==> src/rtl/ovl_pkg.sv <==
// shared constants, codes and command/status types for the ordered value list
package ovl_pkg;

  localparam int CAPACITY = 16;
  localparam int ADDR_W   = $clog2(CAPACITY);
  localparam int CNT_W    = $clog2(CAPACITY + 1);
  localparam int DATA_W   = 32;

  localparam logic [2:0] KIND_FRONT  = 3'd0;
  localparam logic [2:0] KIND_BACK   = 3'd1;
  localparam logic [2:0] KIND_REMOVE = 3'd2;
  localparam logic [2:0] KIND_SEARCH = 3'd3;
  localparam logic [2:0] KIND_DUMP   = 3'd4;

  localparam logic [1:0] ST_OK        = 2'd0;
  localparam logic [1:0] ST_NOT_FOUND = 2'd1;
  localparam logic [1:0] ST_EMPTY     = 2'd2;
  localparam logic [1:0] ST_FULL      = 2'd3;

  typedef logic [2:0] mem_op_t;
  localparam mem_op_t MEM_NONE      = 3'd0;
  localparam mem_op_t MEM_READ      = 3'd1;
  localparam mem_op_t MEM_COPY_UP   = 3'd2;
  localparam mem_op_t MEM_COPY_DN   = 3'd3;
  localparam mem_op_t MEM_PUT_FRONT = 3'd4;
  localparam mem_op_t MEM_PUT_BACK  = 3'd5;

  typedef logic [2:0] idx_op_t;
  localparam idx_op_t IDX_HOLD  = 3'd0;
  localparam idx_op_t IDX_ZERO  = 3'd1;
  localparam idx_op_t IDX_COUNT = 3'd2;
  localparam idx_op_t IDX_INC   = 3'd3;
  localparam idx_op_t IDX_DEC   = 3'd4;
  localparam idx_op_t IDX_HIT   = 3'd5;

  typedef logic [1:0] cnt_op_t;
  localparam cnt_op_t CNT_HOLD = 2'd0;
  localparam cnt_op_t CNT_INC  = 2'd1;
  localparam cnt_op_t CNT_DEC  = 2'd2;

  typedef logic [1:0] item_sel_t;
  localparam item_sel_t ITEM_ZERO  = 2'd0;
  localparam item_sel_t ITEM_VALUE = 2'd1;
  localparam item_sel_t ITEM_RDATA = 2'd2;

  typedef struct packed {
    mem_op_t    mem_op;
    idx_op_t    idx_op;
    cnt_op_t    cnt_op;
    logic       take;
    logic       emit;
    logic [1:0] emit_status;
    item_sel_t  emit_item;
    logic       emit_last;
  } ovl_cmd_t;

  typedef struct packed {
    logic count_zero;
    logic count_full;
    logic idx_zero;
    logic idx_last;
    logic idx_end;
    logic hit;
    logic cmp_last;
    logic out_free;
  } ovl_sts_t;

endpackage

==> src/rtl/ovl_in_if.sv <==
// request channel: operation kind and value
interface ovl_in_if;
  logic                              valid;
  logic                              ready;
  logic [2:0]                        kind;
  logic signed [ovl_pkg::DATA_W-1:0] value;

  modport source(output valid, output kind, output value, input ready);
  modport sink(input valid, input kind, input value, output ready);
endinterface

==> src/rtl/ovl_out_if.sv <==
// response channel: status, item and last mark
interface ovl_out_if;
  logic                              valid;
  logic                              ready;
  logic [1:0]                        status;
  logic signed [ovl_pkg::DATA_W-1:0] item;
  logic                              last;

  modport source(output valid, output status, output item, output last, input ready);
  modport sink(input valid, input status, input item, input last, output ready);
endinterface

==> src/rtl/ovl_ctrl.sv <==
// controller state machine for the ordered value list
module ovl_ctrl (
  input  logic              clk,
  input  logic              rst,
  input  logic              req_valid,
  input  logic [2:0]        req_kind,
  output logic              req_ready,
  input  ovl_pkg::ovl_sts_t sts,
  output ovl_pkg::ovl_cmd_t cmd
);

  localparam logic [2:0] S_IDLE = 3'd0;
  localparam logic [2:0] S_UP   = 3'd1;
  localparam logic [2:0] S_SCAN = 3'd2;
  localparam logic [2:0] S_DN   = 3'd3;
  localparam logic [2:0] S_DRD  = 3'd4;
  localparam logic [2:0] S_DOUT = 3'd5;
  localparam logic [2:0] S_RESP = 3'd6;

  logic [2:0]         state, state_next;
  logic               is_remove, is_remove_next;
  logic [1:0]         resp_status, resp_status_next;
  ovl_pkg::item_sel_t resp_item, resp_item_next;

  always_comb begin
    cmd              = '0;
    state_next       = state;
    is_remove_next   = is_remove;
    resp_status_next = resp_status;
    resp_item_next   = resp_item;
    req_ready        = (state == S_IDLE);
    unique case (state)
      S_IDLE: begin
        if (req_valid) begin
          cmd.take = 1'b1;
          unique case (req_kind)
            ovl_pkg::KIND_FRONT, ovl_pkg::KIND_BACK: begin
              resp_item_next = ovl_pkg::ITEM_ZERO;
              if (sts.count_full) begin
                resp_status_next = ovl_pkg::ST_FULL;
                state_next       = S_RESP;
              end else if (req_kind == ovl_pkg::KIND_BACK) begin
                cmd.mem_op       = ovl_pkg::MEM_PUT_BACK;
                cmd.cnt_op       = ovl_pkg::CNT_INC;
                resp_status_next = ovl_pkg::ST_OK;
                state_next       = S_RESP;
              end else begin
                cmd.idx_op       = ovl_pkg::IDX_COUNT;
                resp_status_next = ovl_pkg::ST_OK;
                state_next       = S_UP;
              end
            end
            ovl_pkg::KIND_REMOVE, ovl_pkg::KIND_SEARCH: begin
              if (sts.count_zero) begin
                resp_status_next = ovl_pkg::ST_EMPTY;
                resp_item_next   = ovl_pkg::ITEM_ZERO;
                state_next       = S_RESP;
              end else begin
                cmd.idx_op     = ovl_pkg::IDX_ZERO;
                is_remove_next = (req_kind == ovl_pkg::KIND_REMOVE);
                state_next     = S_SCAN;
              end
            end
            ovl_pkg::KIND_DUMP: begin
              if (sts.count_zero) begin
                resp_status_next = ovl_pkg::ST_EMPTY;
                resp_item_next   = ovl_pkg::ITEM_ZERO;
                state_next       = S_RESP;
              end else begin
                cmd.idx_op = ovl_pkg::IDX_ZERO;
                state_next = S_DRD;
              end
            end
            default: ;
          endcase
        end
      end
      S_UP: begin
        if (sts.idx_zero) begin
          cmd.mem_op = ovl_pkg::MEM_PUT_FRONT;
          cmd.cnt_op = ovl_pkg::CNT_INC;
          state_next = S_RESP;
        end else begin
          cmd.mem_op = ovl_pkg::MEM_COPY_UP;
          cmd.idx_op = ovl_pkg::IDX_DEC;
        end
      end
      S_SCAN: begin
        if (sts.hit) begin
          resp_status_next = ovl_pkg::ST_OK;
          if (is_remove) begin
            resp_item_next = ovl_pkg::ITEM_ZERO;
            cmd.idx_op     = ovl_pkg::IDX_HIT;
            state_next     = S_DN;
          end else begin
            resp_item_next = ovl_pkg::ITEM_VALUE;
            state_next     = S_RESP;
          end
        end else if (sts.cmp_last) begin
          resp_status_next = ovl_pkg::ST_NOT_FOUND;
          resp_item_next   = ovl_pkg::ITEM_ZERO;
          state_next       = S_RESP;
        end else if (!sts.idx_end) begin
          cmd.mem_op = ovl_pkg::MEM_READ;
          cmd.idx_op = ovl_pkg::IDX_INC;
        end
      end
      S_DN: begin
        if (sts.idx_last) begin
          cmd.cnt_op = ovl_pkg::CNT_DEC;
          state_next = S_RESP;
        end else begin
          cmd.mem_op = ovl_pkg::MEM_COPY_DN;
          cmd.idx_op = ovl_pkg::IDX_INC;
        end
      end
      S_DRD: begin
        cmd.mem_op = ovl_pkg::MEM_READ;
        state_next = S_DOUT;
      end
      S_DOUT: begin
        if (sts.out_free) begin
          cmd.emit        = 1'b1;
          cmd.emit_status = ovl_pkg::ST_OK;
          cmd.emit_item   = ovl_pkg::ITEM_RDATA;
          cmd.emit_last   = sts.idx_last;
          if (sts.idx_last) begin
            state_next = S_IDLE;
          end else begin
            cmd.idx_op = ovl_pkg::IDX_INC;
            state_next = S_DRD;
          end
        end
      end
      S_RESP: begin
        if (sts.out_free) begin
          cmd.emit        = 1'b1;
          cmd.emit_status = resp_status;
          cmd.emit_item   = resp_item;
          cmd.emit_last   = 1'b1;
          state_next      = S_IDLE;
        end
      end
      default: state_next = S_IDLE;
    endcase
  end

  always_ff @(posedge clk) begin
    if (rst) begin
      state       <= S_IDLE;
      is_remove   <= 1'b0;
      resp_status <= ovl_pkg::ST_OK;
      resp_item   <= ovl_pkg::ITEM_ZERO;
    end else begin
      state       <= state_next;
      is_remove   <= is_remove_next;
      resp_status <= resp_status_next;
      resp_item   <= resp_item_next;
    end
  end

  a_last_to_idle: assert property (@(posedge clk) disable iff (rst)
    cmd.emit && cmd.emit_last |=> state == S_IDLE)
    else $error("last word not followed by idle");

endmodule

==> src/rtl/ovl_dpath.sv <==
// datapath: list memory, count, walk index, compare and response register
module ovl_dpath (
  input  logic                              clk,
  input  logic                              rst,
  input  logic signed [ovl_pkg::DATA_W-1:0] req_value,
  input  ovl_pkg::ovl_cmd_t                 cmd,
  output ovl_pkg::ovl_sts_t                 sts,
  ovl_out_if.source                         rsp
);

  logic [ovl_pkg::DATA_W-1:0] mem [ovl_pkg::CAPACITY];
  logic [ovl_pkg::DATA_W-1:0] rdata;
  logic [ovl_pkg::DATA_W-1:0] val;
  logic [ovl_pkg::CNT_W-1:0]  count;
  logic [ovl_pkg::CNT_W-1:0]  idx;
  logic [ovl_pkg::CNT_W-1:0]  idx_m1, idx_p1, count_m1;
  logic [ovl_pkg::ADDR_W-1:0] raddr;
  logic                       re;
  logic                       wv, wv_next;
  logic [ovl_pkg::ADDR_W-1:0] waddr, waddr_next;
  logic                       wput, wput_next;
  logic                       cmp_valid;
  logic [ovl_pkg::CNT_W-1:0]  cmp_idx;
  logic                       out_valid;
  logic [1:0]                 out_status;
  logic [ovl_pkg::DATA_W-1:0] out_item, item_mux;
  logic                       out_last;
  logic                       out_free;

  assign idx_m1   = idx - ovl_pkg::CNT_W'(1);
  assign idx_p1   = idx + ovl_pkg::CNT_W'(1);
  assign count_m1 = count - ovl_pkg::CNT_W'(1);
  assign out_free = !out_valid || rsp.ready;

  // read address and delayed write stage
  always_comb begin
    raddr      = idx[ovl_pkg::ADDR_W-1:0];
    re         = 1'b0;
    wv_next    = 1'b0;
    waddr_next = idx[ovl_pkg::ADDR_W-1:0];
    wput_next  = 1'b0;
    unique case (cmd.mem_op)
      ovl_pkg::MEM_READ: begin
        re = 1'b1;
      end
      ovl_pkg::MEM_COPY_UP: begin
        raddr   = idx_m1[ovl_pkg::ADDR_W-1:0];
        re      = 1'b1;
        wv_next = 1'b1;
      end
      ovl_pkg::MEM_COPY_DN: begin
        raddr   = idx_p1[ovl_pkg::ADDR_W-1:0];
        re      = 1'b1;
        wv_next = 1'b1;
      end
      ovl_pkg::MEM_PUT_FRONT: begin
        wv_next    = 1'b1;
        waddr_next = '0;
        wput_next  = 1'b1;
      end
      ovl_pkg::MEM_PUT_BACK: begin
        wv_next    = 1'b1;
        waddr_next = count[ovl_pkg::ADDR_W-1:0];
        wput_next  = 1'b1;
      end
      default: ;
    endcase
  end

  always_ff @(posedge clk) begin
    if (wv) begin
      mem[waddr] <= wput ? val : rdata;
    end
    if (re) begin
      rdata <= mem[raddr];
    end
    waddr <= waddr_next;
    wput  <= wput_next;
    if (cmd.take) begin
      val <= req_value;
    end
    cmp_idx <= idx;
  end

  always_ff @(posedge clk) begin
    if (rst) begin
      wv        <= 1'b0;
      cmp_valid <= 1'b0;
      count     <= '0;
      idx       <= '0;
    end else begin
      wv        <= wv_next;
      cmp_valid <= (cmd.mem_op == ovl_pkg::MEM_READ);
      unique case (cmd.cnt_op)
        ovl_pkg::CNT_INC: count <= count + ovl_pkg::CNT_W'(1);
        ovl_pkg::CNT_DEC: count <= count_m1;
        default: ;
      endcase
      unique case (cmd.idx_op)
        ovl_pkg::IDX_ZERO:  idx <= '0;
        ovl_pkg::IDX_COUNT: idx <= count;
        ovl_pkg::IDX_INC:   idx <= idx_p1;
        ovl_pkg::IDX_DEC:   idx <= idx_m1;
        ovl_pkg::IDX_HIT:   idx <= cmp_idx;
        default: ;
      endcase
    end
  end

  always_comb begin
    unique case (cmd.emit_item)
      ovl_pkg::ITEM_VALUE: item_mux = val;
      ovl_pkg::ITEM_RDATA: item_mux = rdata;
      default:             item_mux = '0;
    endcase
  end

  // response register
  always_ff @(posedge clk) begin
    if (rst) begin
      out_valid <= 1'b0;
    end else if (cmd.emit) begin
      out_valid <= 1'b1;
    end else if (rsp.ready) begin
      out_valid <= 1'b0;
    end
  end

  always_ff @(posedge clk) begin
    if (cmd.emit) begin
      out_status <= cmd.emit_status;
      out_item   <= item_mux;
      out_last   <= cmd.emit_last;
    end
  end

  assign rsp.valid  = out_valid;
  assign rsp.status = out_status;
  assign rsp.item   = out_item;
  assign rsp.last   = out_last;

  assign sts.count_zero = (count == '0);
  assign sts.count_full = (count >= ovl_pkg::CNT_W'(ovl_pkg::CAPACITY));
  assign sts.idx_zero   = (idx == '0);
  assign sts.idx_last   = (idx == count_m1);
  assign sts.idx_end    = (idx == count);
  assign sts.hit        = cmp_valid && (rdata == val);
  assign sts.cmp_last   = cmp_valid && (cmp_idx == count_m1);
  assign sts.out_free   = out_free;

  a_count_range: assert property (@(posedge clk) disable iff (rst)
    count <= ovl_pkg::CNT_W'(ovl_pkg::CAPACITY))
    else $error("entry count beyond capacity");

  a_inc_room: assert property (@(posedge clk) disable iff (rst)
    cmd.cnt_op == ovl_pkg::CNT_INC |-> count < ovl_pkg::CNT_W'(ovl_pkg::CAPACITY))
    else $error("insert on a full list");

  a_dec_nonempty: assert property (@(posedge clk) disable iff (rst)
    cmd.cnt_op == ovl_pkg::CNT_DEC |-> count != '0)
    else $error("removal on an empty list");

  a_emit_free: assert property (@(posedge clk) disable iff (rst)
    cmd.emit |-> out_free)
    else $error("word emitted over a pending word");

  a_write_in_list: assert property (@(posedge clk) disable iff (rst)
    wv |-> ovl_pkg::CNT_W'(waddr) <= count)
    else $error("memory write past end of list");

endmodule

==> src/rtl/ordered_value_list_core.sv <==
// ordered value list top level: controller and datapath
//
//  channel | dir | payload                 | handshake
//  req     | in  | kind[2:0], value[31:0]  | valid/ready
//  rsp     | out | status[1:0], item[31:0], last | valid/ready
//
// one request at a time; req.ready is high only while the controller is idle
// insert back: written at the tail; insert front: shift all entries up first
// search: scan from the head to a hit; remove: scan, then shift entries down
// dump: entries read in turn through the single registered memory read port
// reset clears the entry count; rsp stalls hold the walk in place
module ordered_value_list_core (
  input  logic      clk,
  input  logic      rst,
  ovl_in_if.sink    req,
  ovl_out_if.source rsp
);

  ovl_pkg::ovl_cmd_t cmd;
  ovl_pkg::ovl_sts_t sts;

  ovl_ctrl u_ctrl (
    .clk       (clk),
    .rst       (rst),
    .req_valid (req.valid),
    .req_kind  (req.kind),
    .req_ready (req.ready),
    .sts       (sts),
    .cmd       (cmd)
  );

  ovl_dpath u_dpath (
    .clk       (clk),
    .rst       (rst),
    .req_value (req.value),
    .cmd       (cmd),
    .sts       (sts),
    .rsp       (rsp)
  );

endmodule

==> src/flat_wrapper.sv <==
// flat-port wrapper written by rule: the top's interface ports become plain ports
module ordered_value_list_core_flat 
  (clk, rst, req_valid, req_kind, req_value, req_ready, rsp_valid, rsp_status, rsp_item, rsp_last, rsp_ready);
  ovl_in_if req_i ();
  ovl_out_if rsp_i ();
  input  logic clk;
  input  logic rst;
  input wire logic [$bits(req_i.valid)-1:0] req_valid;
  input wire logic [$bits(req_i.kind)-1:0] req_kind;
  input wire logic [$bits(req_i.value)-1:0] req_value;
  output wire logic [$bits(req_i.ready)-1:0] req_ready;
  output wire logic [$bits(rsp_i.valid)-1:0] rsp_valid;
  output wire logic [$bits(rsp_i.status)-1:0] rsp_status;
  output wire logic [$bits(rsp_i.item)-1:0] rsp_item;
  output wire logic [$bits(rsp_i.last)-1:0] rsp_last;
  input wire logic [$bits(rsp_i.ready)-1:0] rsp_ready;
  assign req_i.valid = req_valid;
  assign req_i.kind = req_kind;
  assign req_i.value = req_value;
  assign req_ready = req_i.ready;
  assign rsp_valid = rsp_i.valid;
  assign rsp_status = rsp_i.status;
  assign rsp_item = rsp_i.item;
  assign rsp_last = rsp_i.last;
  assign rsp_i.ready = rsp_ready;
  ordered_value_list_core u_core (.clk(clk), .rst(rst), .req(req_i), .rsp(rsp_i));
endmodule
==> config.mk <==
export PLATFORM = sky130hd
export DESIGN_NAME = ordered_value_list_core_flat
export DESIGN_NICKNAME = d
export VERILOG_FILES = /design/src/rtl/ovl_pkg.sv /design/src/rtl/ovl_in_if.sv /design/src/rtl/ovl_out_if.sv /design/src/rtl/ovl_ctrl.sv /design/src/rtl/ovl_dpath.sv /design/src/rtl/ordered_value_list_core.sv /design/src/flat_wrapper.sv
export SDC_FILE = /design/constraint.sdc
export NUM_CORES = 1
export LEC_CHECK = 0
export BUFFER_PORTS_ARGS = -buffer_cell sky130_fd_sc_hd__buf_4
export CAP_MARGIN = 10
export CELL_PAD_IN_SITES_DETAIL_PLACEMENT = 2
export CELL_PAD_IN_SITES_GLOBAL_PLACEMENT = 2
export CORE_ASPECT_RATIO = 1.75
export CORE_MARGIN = 2
export CORE_UTILIZATION = 49
export CTS_BUF_LIST = sky130_fd_sc_hd__clkbuf_4 sky130_fd_sc_hd__clkbuf_8
export CTS_CLUSTER_SIZE = 25
export DETAILED_ROUTE_END_ITERATION = 10
export HOLD_SLACK_MARGIN = 0.1
export PLACE_DENSITY_LB_ADDON = 0.1
export SYNTH_ARGS = -nofsm -noshare
export SYNTH_HDL_FRONTEND = slang
export SYNTH_HIERARCHICAL = 1
export SYNTH_SLANG_ARGS = --single-unit
==> constraint.sdc <==
create_clock -name clk -period 9.3 [get_ports clk]
set_input_delay 0 -clock clk [delete_from_list [all_inputs] [get_ports clk]]
set_output_delay 0 -clock clk [all_outputs]
set_load 0.02 [all_outputs]
# --- After elaboration in Yosys (flattened, before gate mapping) ---
# Memories as Yosys holds them, arrays and structs flattened. A register that Yosys moved wholly into a read port is not among the register bits.
# Cells that the tools add are included.
word_totals:
  register_bits: 98
  ramBits: 512
  elab_cells: 151
  memories: 1
op_classes:
  add_sub_neg: 4
  order_cmp: 1
  n_eq_ne: 37
  n_mux: 70
  n_bitwise: 1
  reduce_logical: 21
memory_table:
  columns: ["memory", "depth", "width", "read_ports", "rd_ports_with_merged_regs", "write_ports", "line", "text"]
  rows:
  - ["u_core.u_dpath.mem", 16, 32, 1, 1, 1, "ovl_dpath.sv:11", "logic [ovl_pkg::DATA_W-1:0] mem [ovl_pkg::CAPACITY];"]
ops:
  columns: ["operator", "count"]
  rows:
  - ["$pmux W32 S2", 1]
  - ["$mux W3", 19]
  - ["$eq A32 B32 Y1", 1]
  - ["$mux W32", 1]
  - ["$mux W2", 15]
  - ["$pmux W3 S5", 2]
  - ["$pmux W5 S5", 1]
  - ["$eq A3 B2 Y1 const B", 8]
  - ["$eq A3 B3 Y1 const B", 8]
  - ["$pmux W3 S7", 1]
  - ["$mux W6", 3]
  - ["$pmux W2 S2", 4]
  - ["$pmux W4 S2", 2]
  - ["$eq A5 B5 Y1", 3]
  - ["$eq A3 B1 Y1 const B", 4]
  - ["$mux W1", 12]
  - ["$pmux W6 S2", 1]
  - ["$add A5 B1 Y5 const B", 2]
  - ["$logic_not A5 Y1", 2]
  - ["$pmux W5 S2", 1]
  - ["$sub A5 B1 Y5 const B", 2]
  - ["$mux W9", 1]
  - ["$pmux W3 S3", 1]
  - ["$mux W8", 1]
  - ["25 further kinds", 38]

# --- Depth between registers and ports, before layout ---
logic_depth:
  word_depth: 9
  depth_mapped: 21
  depth_no_buf: 16

# --- Cells and area by module ---
# The synthesis kept the hierarchy.
modules_own_cells:
  columns: ["module", "instances", "cells_per_inst", "area_each_um2"]
  rows:
  - ["ovl_dpath", 1, 2363, 28856.4]
  - ["ovl_ctrl", 1, 111, 789.5]

# --- Worst setup path after synthesis ---
# No wires, ideal clock.
synth_timing:
  path_type: "register to register"
  startpoint: "register u_core.u_ctrl.state[0]"
  endpoint: "register u_core/u_dpath/rdata[22] (netlist name) (read register of u_core.u_dpath.mem), data pin"
  setup_ns: 0.262
  t_arrival_ns: 4.139
  required_ns: 9.038
  path_slack_ns: 4.900
  stages_incl_launch_ff: 13
  n_path_buf: 2
  cell_sequence: "dfxtp_1 -> buf_6 -> nor4b_4 -> nand4b_1 -> o211a_1 -> o22ai_1 -> mux2_2 -> nand2_1 -> or4b_4 -> mux2_4 -> buf_6 -> nor3_1 -> nor4_1"
synth_lines:
  columns: ["item", "line", "text"]
  rows:
  - ["start: declaration", "ovl_ctrl.sv:20", "logic [2:0] state, state_next;"]
  - ["start signal: assignment", "ovl_ctrl.sv:155", "state <= state_next;"]
  - ["end: declaration", "ovl_dpath.sv:12", "logic [ovl_pkg::DATA_W-1:0] rdata;"]

==> summary.md <==
| Metric | Value |
|---|---|
| TritonCTS clock tree | `built` |
| Relative slew slack | `17.69%` |
| Gpl congestion | `0.8385` |
| Dpl ws | `2.799 ns` |
| Initial antenna violation count | `5` |
| Total global-route track usage | `43.98%` |
| H-Tree Depth | `3` |
| Crit path time final | `6.932 ns` |
| RR Endpoint | `u_core/u_dpath/rdata[8]$_DFFE_PP_` |
| Io pins | `76` |
| Setup CP Type | `reg -> reg` |
| Max Slew Vio Count | `0` |
| Die height | `329.4 µm` |
| Clock input transition at the sequential cells of the worst setup and hold paths | `0.07 ns` |
| FP Rows | `119` |
| Fin nets | `2610` |
| Hold Path Sink | `u_core/u_dpath/count[0]$_SDFFE_PP0P_` |
| EDFF count, synth | `611` |
| Setup tns final | `0 ns` |
| Pre-antenna DRT Iters | `6` |
| Die width | `189.9 µm` |
| Die area | `62560 µm²` |
| Commonest non-fill, non-tap cell in the layout | `edfxtp_1` |
| Type of origin of the critical path | `flip-flop` |
| Hold buffer count at cts | `76` |
| 1st-iter DRT viols | `3038` |
| FFs w/ async S/R, synth | `0%` |
| Hold Vio Cnt, Final | `0` |
| Distinct cells, synth | `70` |
| Routed vias | `25.60k` |
| Cts repair resizes | `0` |
| R2R Path Start | `u_core/u_dpath/idx[0]$_SDFFE_PP0P_` |
| Most frequent cells in the layout | `edfxtp_1 (611), nand2_1 (279), nor2_1 (187)` |
| Hold_sp | `rst` |
| PD cells | `291.9 nW/µm²` |
| Number of global-route vias before repair | `27.85k` |
| Tot Pwr | `0.009831 W` |
| Cell area after synthesis | `29650 µm²` |
| Layout Skew | `0.02887 ns` |
| Syn_area_per_cell | `11.98 µm²` |
| Most common flop cell mapped by yosys | `edfxtp_1` |
| Peak supply drop | `0.1871 mV` |
| DRC | `0` |
| Final worst slack | `2.368 ns` |
| Grt ovf | `0` |
| Seq/Total Area, Yosys | `63.91%` |
| Slew at the pin closest to its max-slew limit | `1.228 ns` |
| Worst-path fanout max | `54` |
| Initial core utilization | `49.41%` |
| Synthesized flop and latch total | `641` |
| Min-delay worst type | `in -> reg` |
| LEAKAGE | `10.86 nW` |
| Core Footprint | `60000 µm²` |
| Area Overhead vs Synth | `13.61%` |
| Postcts setup bufs | `0` |
| Share of layout cells above drive strength 1 | `14.31%` |
| Worst-skew pair later-pin latency | `0.78 ns` |
| Setup-failing EPs final | `0` |
| Post-Syn Nets | `2523` |
| CP Data Arrival Time | `7.34 ns` |
| Largest net degree at the start of global routing | `180` |
| Hold_ws | `0.1934 ns` |
| Reg2Reg Depth | `13` |
| DRT antenna net count | `0` |
| Routed wire length | `138000 µm` |
| Mapped Cells | `2474` |
| First-pass GRT wire length | `198100 µm` |
| Final core utilization | `56.13%` |
| Status | `finished clean` |
| Unrepaired setup endpoints after global routing | `false` |
| Worst hold stages | `3` |
| Vias per cell | `7.463` |
| Number of I/O port buffers | `75` |
| Clock Root Buffer | `clkbuf_8` |
| Hpwl dp | `71110 µm` |
| Num CTS Buffers | `96` |
| Wire length per cell | `40.23 µm` |
| Max-cap violations | `0` |
| Max Freq | `0.1443 GHz` |
| Worst reg-to-reg setup slack | `2.37 ns` |
| Endpoint class of the critical path | `flip-flop` |
| CP Data Required Time | `9.70 ns` |
| Ys Warns | `6` |
| Sink Count | `641` |
| Fin crit share | `74.53%` |
| Clock Path Buffers | `3` |
[worst max path at each step]
stage,startpoint,end,cells after the start
finish,u_core/u_dpath/idx[0]$_SDFFE_PP0P_,u_core/u_dpath/rdata[8]$_DFFE_PP_,13
global placement,u_core/u_dpath/idx[0]$_SDFFE_PP0P_,u_core/u_dpath/rdata[7]$_DFFE_PP_,13
global route,u_core/u_dpath/count[0]$_SDFFE_PP0P_,u_core/u_dpath/rdata[8]$_DFFE_PP_,18
CTS,u_core/u_ctrl/state[0]$_SDFFE_PP0P_,u_core/u_dpath/rdata[16]$_DFFE_PP_,13
floorplan,u_core/u_ctrl/state[0]$_SDFFE_PP0P_,u_core/u_dpath/rdata[22]$_DFFE_PP_,12
detailed placement,u_core/u_dpath/rdata[14]$_DFFE_PP_,u_core/u_dpath/rdata[16]$_DFFE_PP_,16
[area by class of cell]
cell class / count / area [µm²]
fill: 5598 / 26320
sequential: 641 / 18950
multi-input combinational: 1591 / 9896
timing repair buffer: 210 / 1787
clock buffer: 123 / 1530
tap: 786 / 983.4
clock inverter: 55 / 440.4
inverter: 21 / 82.58
antenna: 3 / 7.507
[synth_stat cells (3+ instances only)]
cell / instances / area, µm²
a211o_1: 34 / 297.8
a211oi_1: 100 / 750.7
a21oi_1: 21 / 105.1
a22oi_1: 35 / 262.8
a31oi_1: 102 / 638.1
and2_1: 3 / 18.77
and3_1: 35 / 219.0
buf_1: 15 / 56.30
buf_2: 20 / 100.1
buf_6: 7 / 78.83
clkbuf_1: 177 / 664.4
dfxtp_1: 30 / 600.6
edfxtp_1: 611 / 18350
ha_1: 10 / 125.1
inv_1: 19 / 71.32
mux2_2: 35 / 394.1
nand2_1: 284 / 1066
nand2b_1: 10 / 62.56
nand3_1: 12 / 60.06
nand3b_1: 7 / 52.55
nand4_1: 8 / 50.05
nor2_1: 199 / 747.0
nor2b_1: 5 / 31.28
nor3_1: 58 / 290.3
nor3_2: 17 / 170.2
nor3b_1: 34 / 255.2
nor4_1: 37 / 231.5
o21ai_0: 141 / 705.7
o21ai_1: 3 / 15.01
o221ai_1: 96 / 840.8
o22ai_1: 169 / 1057
o311a_1: 32 / 320.3
o31ai_1: 5 / 37.54
or3_1: 4 / 25.02
xnor2_1: 41 / 359.1
xor2_1: 14 / 122.6
[layer usage]
layer	routed length, µm	global-route usage, %
met1	45990	49.51
met4	11960	33.43
met3	13400	10.70
met2	66600	72.15
met5	42	0
[power by group]
group	internal (W)	switching [W]
clock	0.00128	0.00129
sequential	0.00395	0.000334
combinational	0.000769	0.00220
[worst max-delay path, stage by stage (launching register included)]
cell and delay [ns]:
dfxtp_4 0.70, clkinv_2 0.56, ha_1 0.40, nor3b_1 0.18, mux2_2 0.33, nor2_1 0.28, ha_1 0.44, nand3b_1 0.36
nand2_4 0.64, buf_4 0.77, o221ai_1 0.43, a31oi_1 0.31, nor3_1 0.10, nor4_1 0.97
[flip-flops by register name (all words and copies together) (netlist names), 2 cells and up]
signal                     cells
u_core/u_ctrl/resp_status      2
u_core/u_ctrl/state            3
u_core/u_dpath/cmp_idx         5
u_core/u_dpath/count           5
u_core/u_dpath/idx             5
u_core/u_dpath/mem           512
u_core/u_dpath/rdata          32
u_core/u_dpath/rsp.item       32
u_core/u_dpath/rsp.status      2
u_core/u_dpath/val            32
u_core/u_dpath/waddr           4
[metrics by stage]
stage | instance area, µm² | std cells
after floorplan | 29650 | 2474
after global placement | 30930 | 3171
after detailed placement | 30930 | 3171
after CTS | 33660 | 3425
after global routing | 33680 | 3429
final | 33680 | 3430
[cell families (layout without fill, tap and decap cells)]
kind of cell / count (synthesis) / in the layout / share of synthesized area, %
other cells: 0 / 3 / 0
flops: 641 / 641 / 63.91
buf+inv: 242 / 409 / 3.351
mux: 37 / 37 / 1.427
simple gates: 726 / 726 / 11.52
fa+ha+maj: 10 / 10 / 0.4220
xor+xnor: 55 / 55 / 1.625
compound gates: 763 / 763 / 17.74
Power figures use the tool's default switching activity.
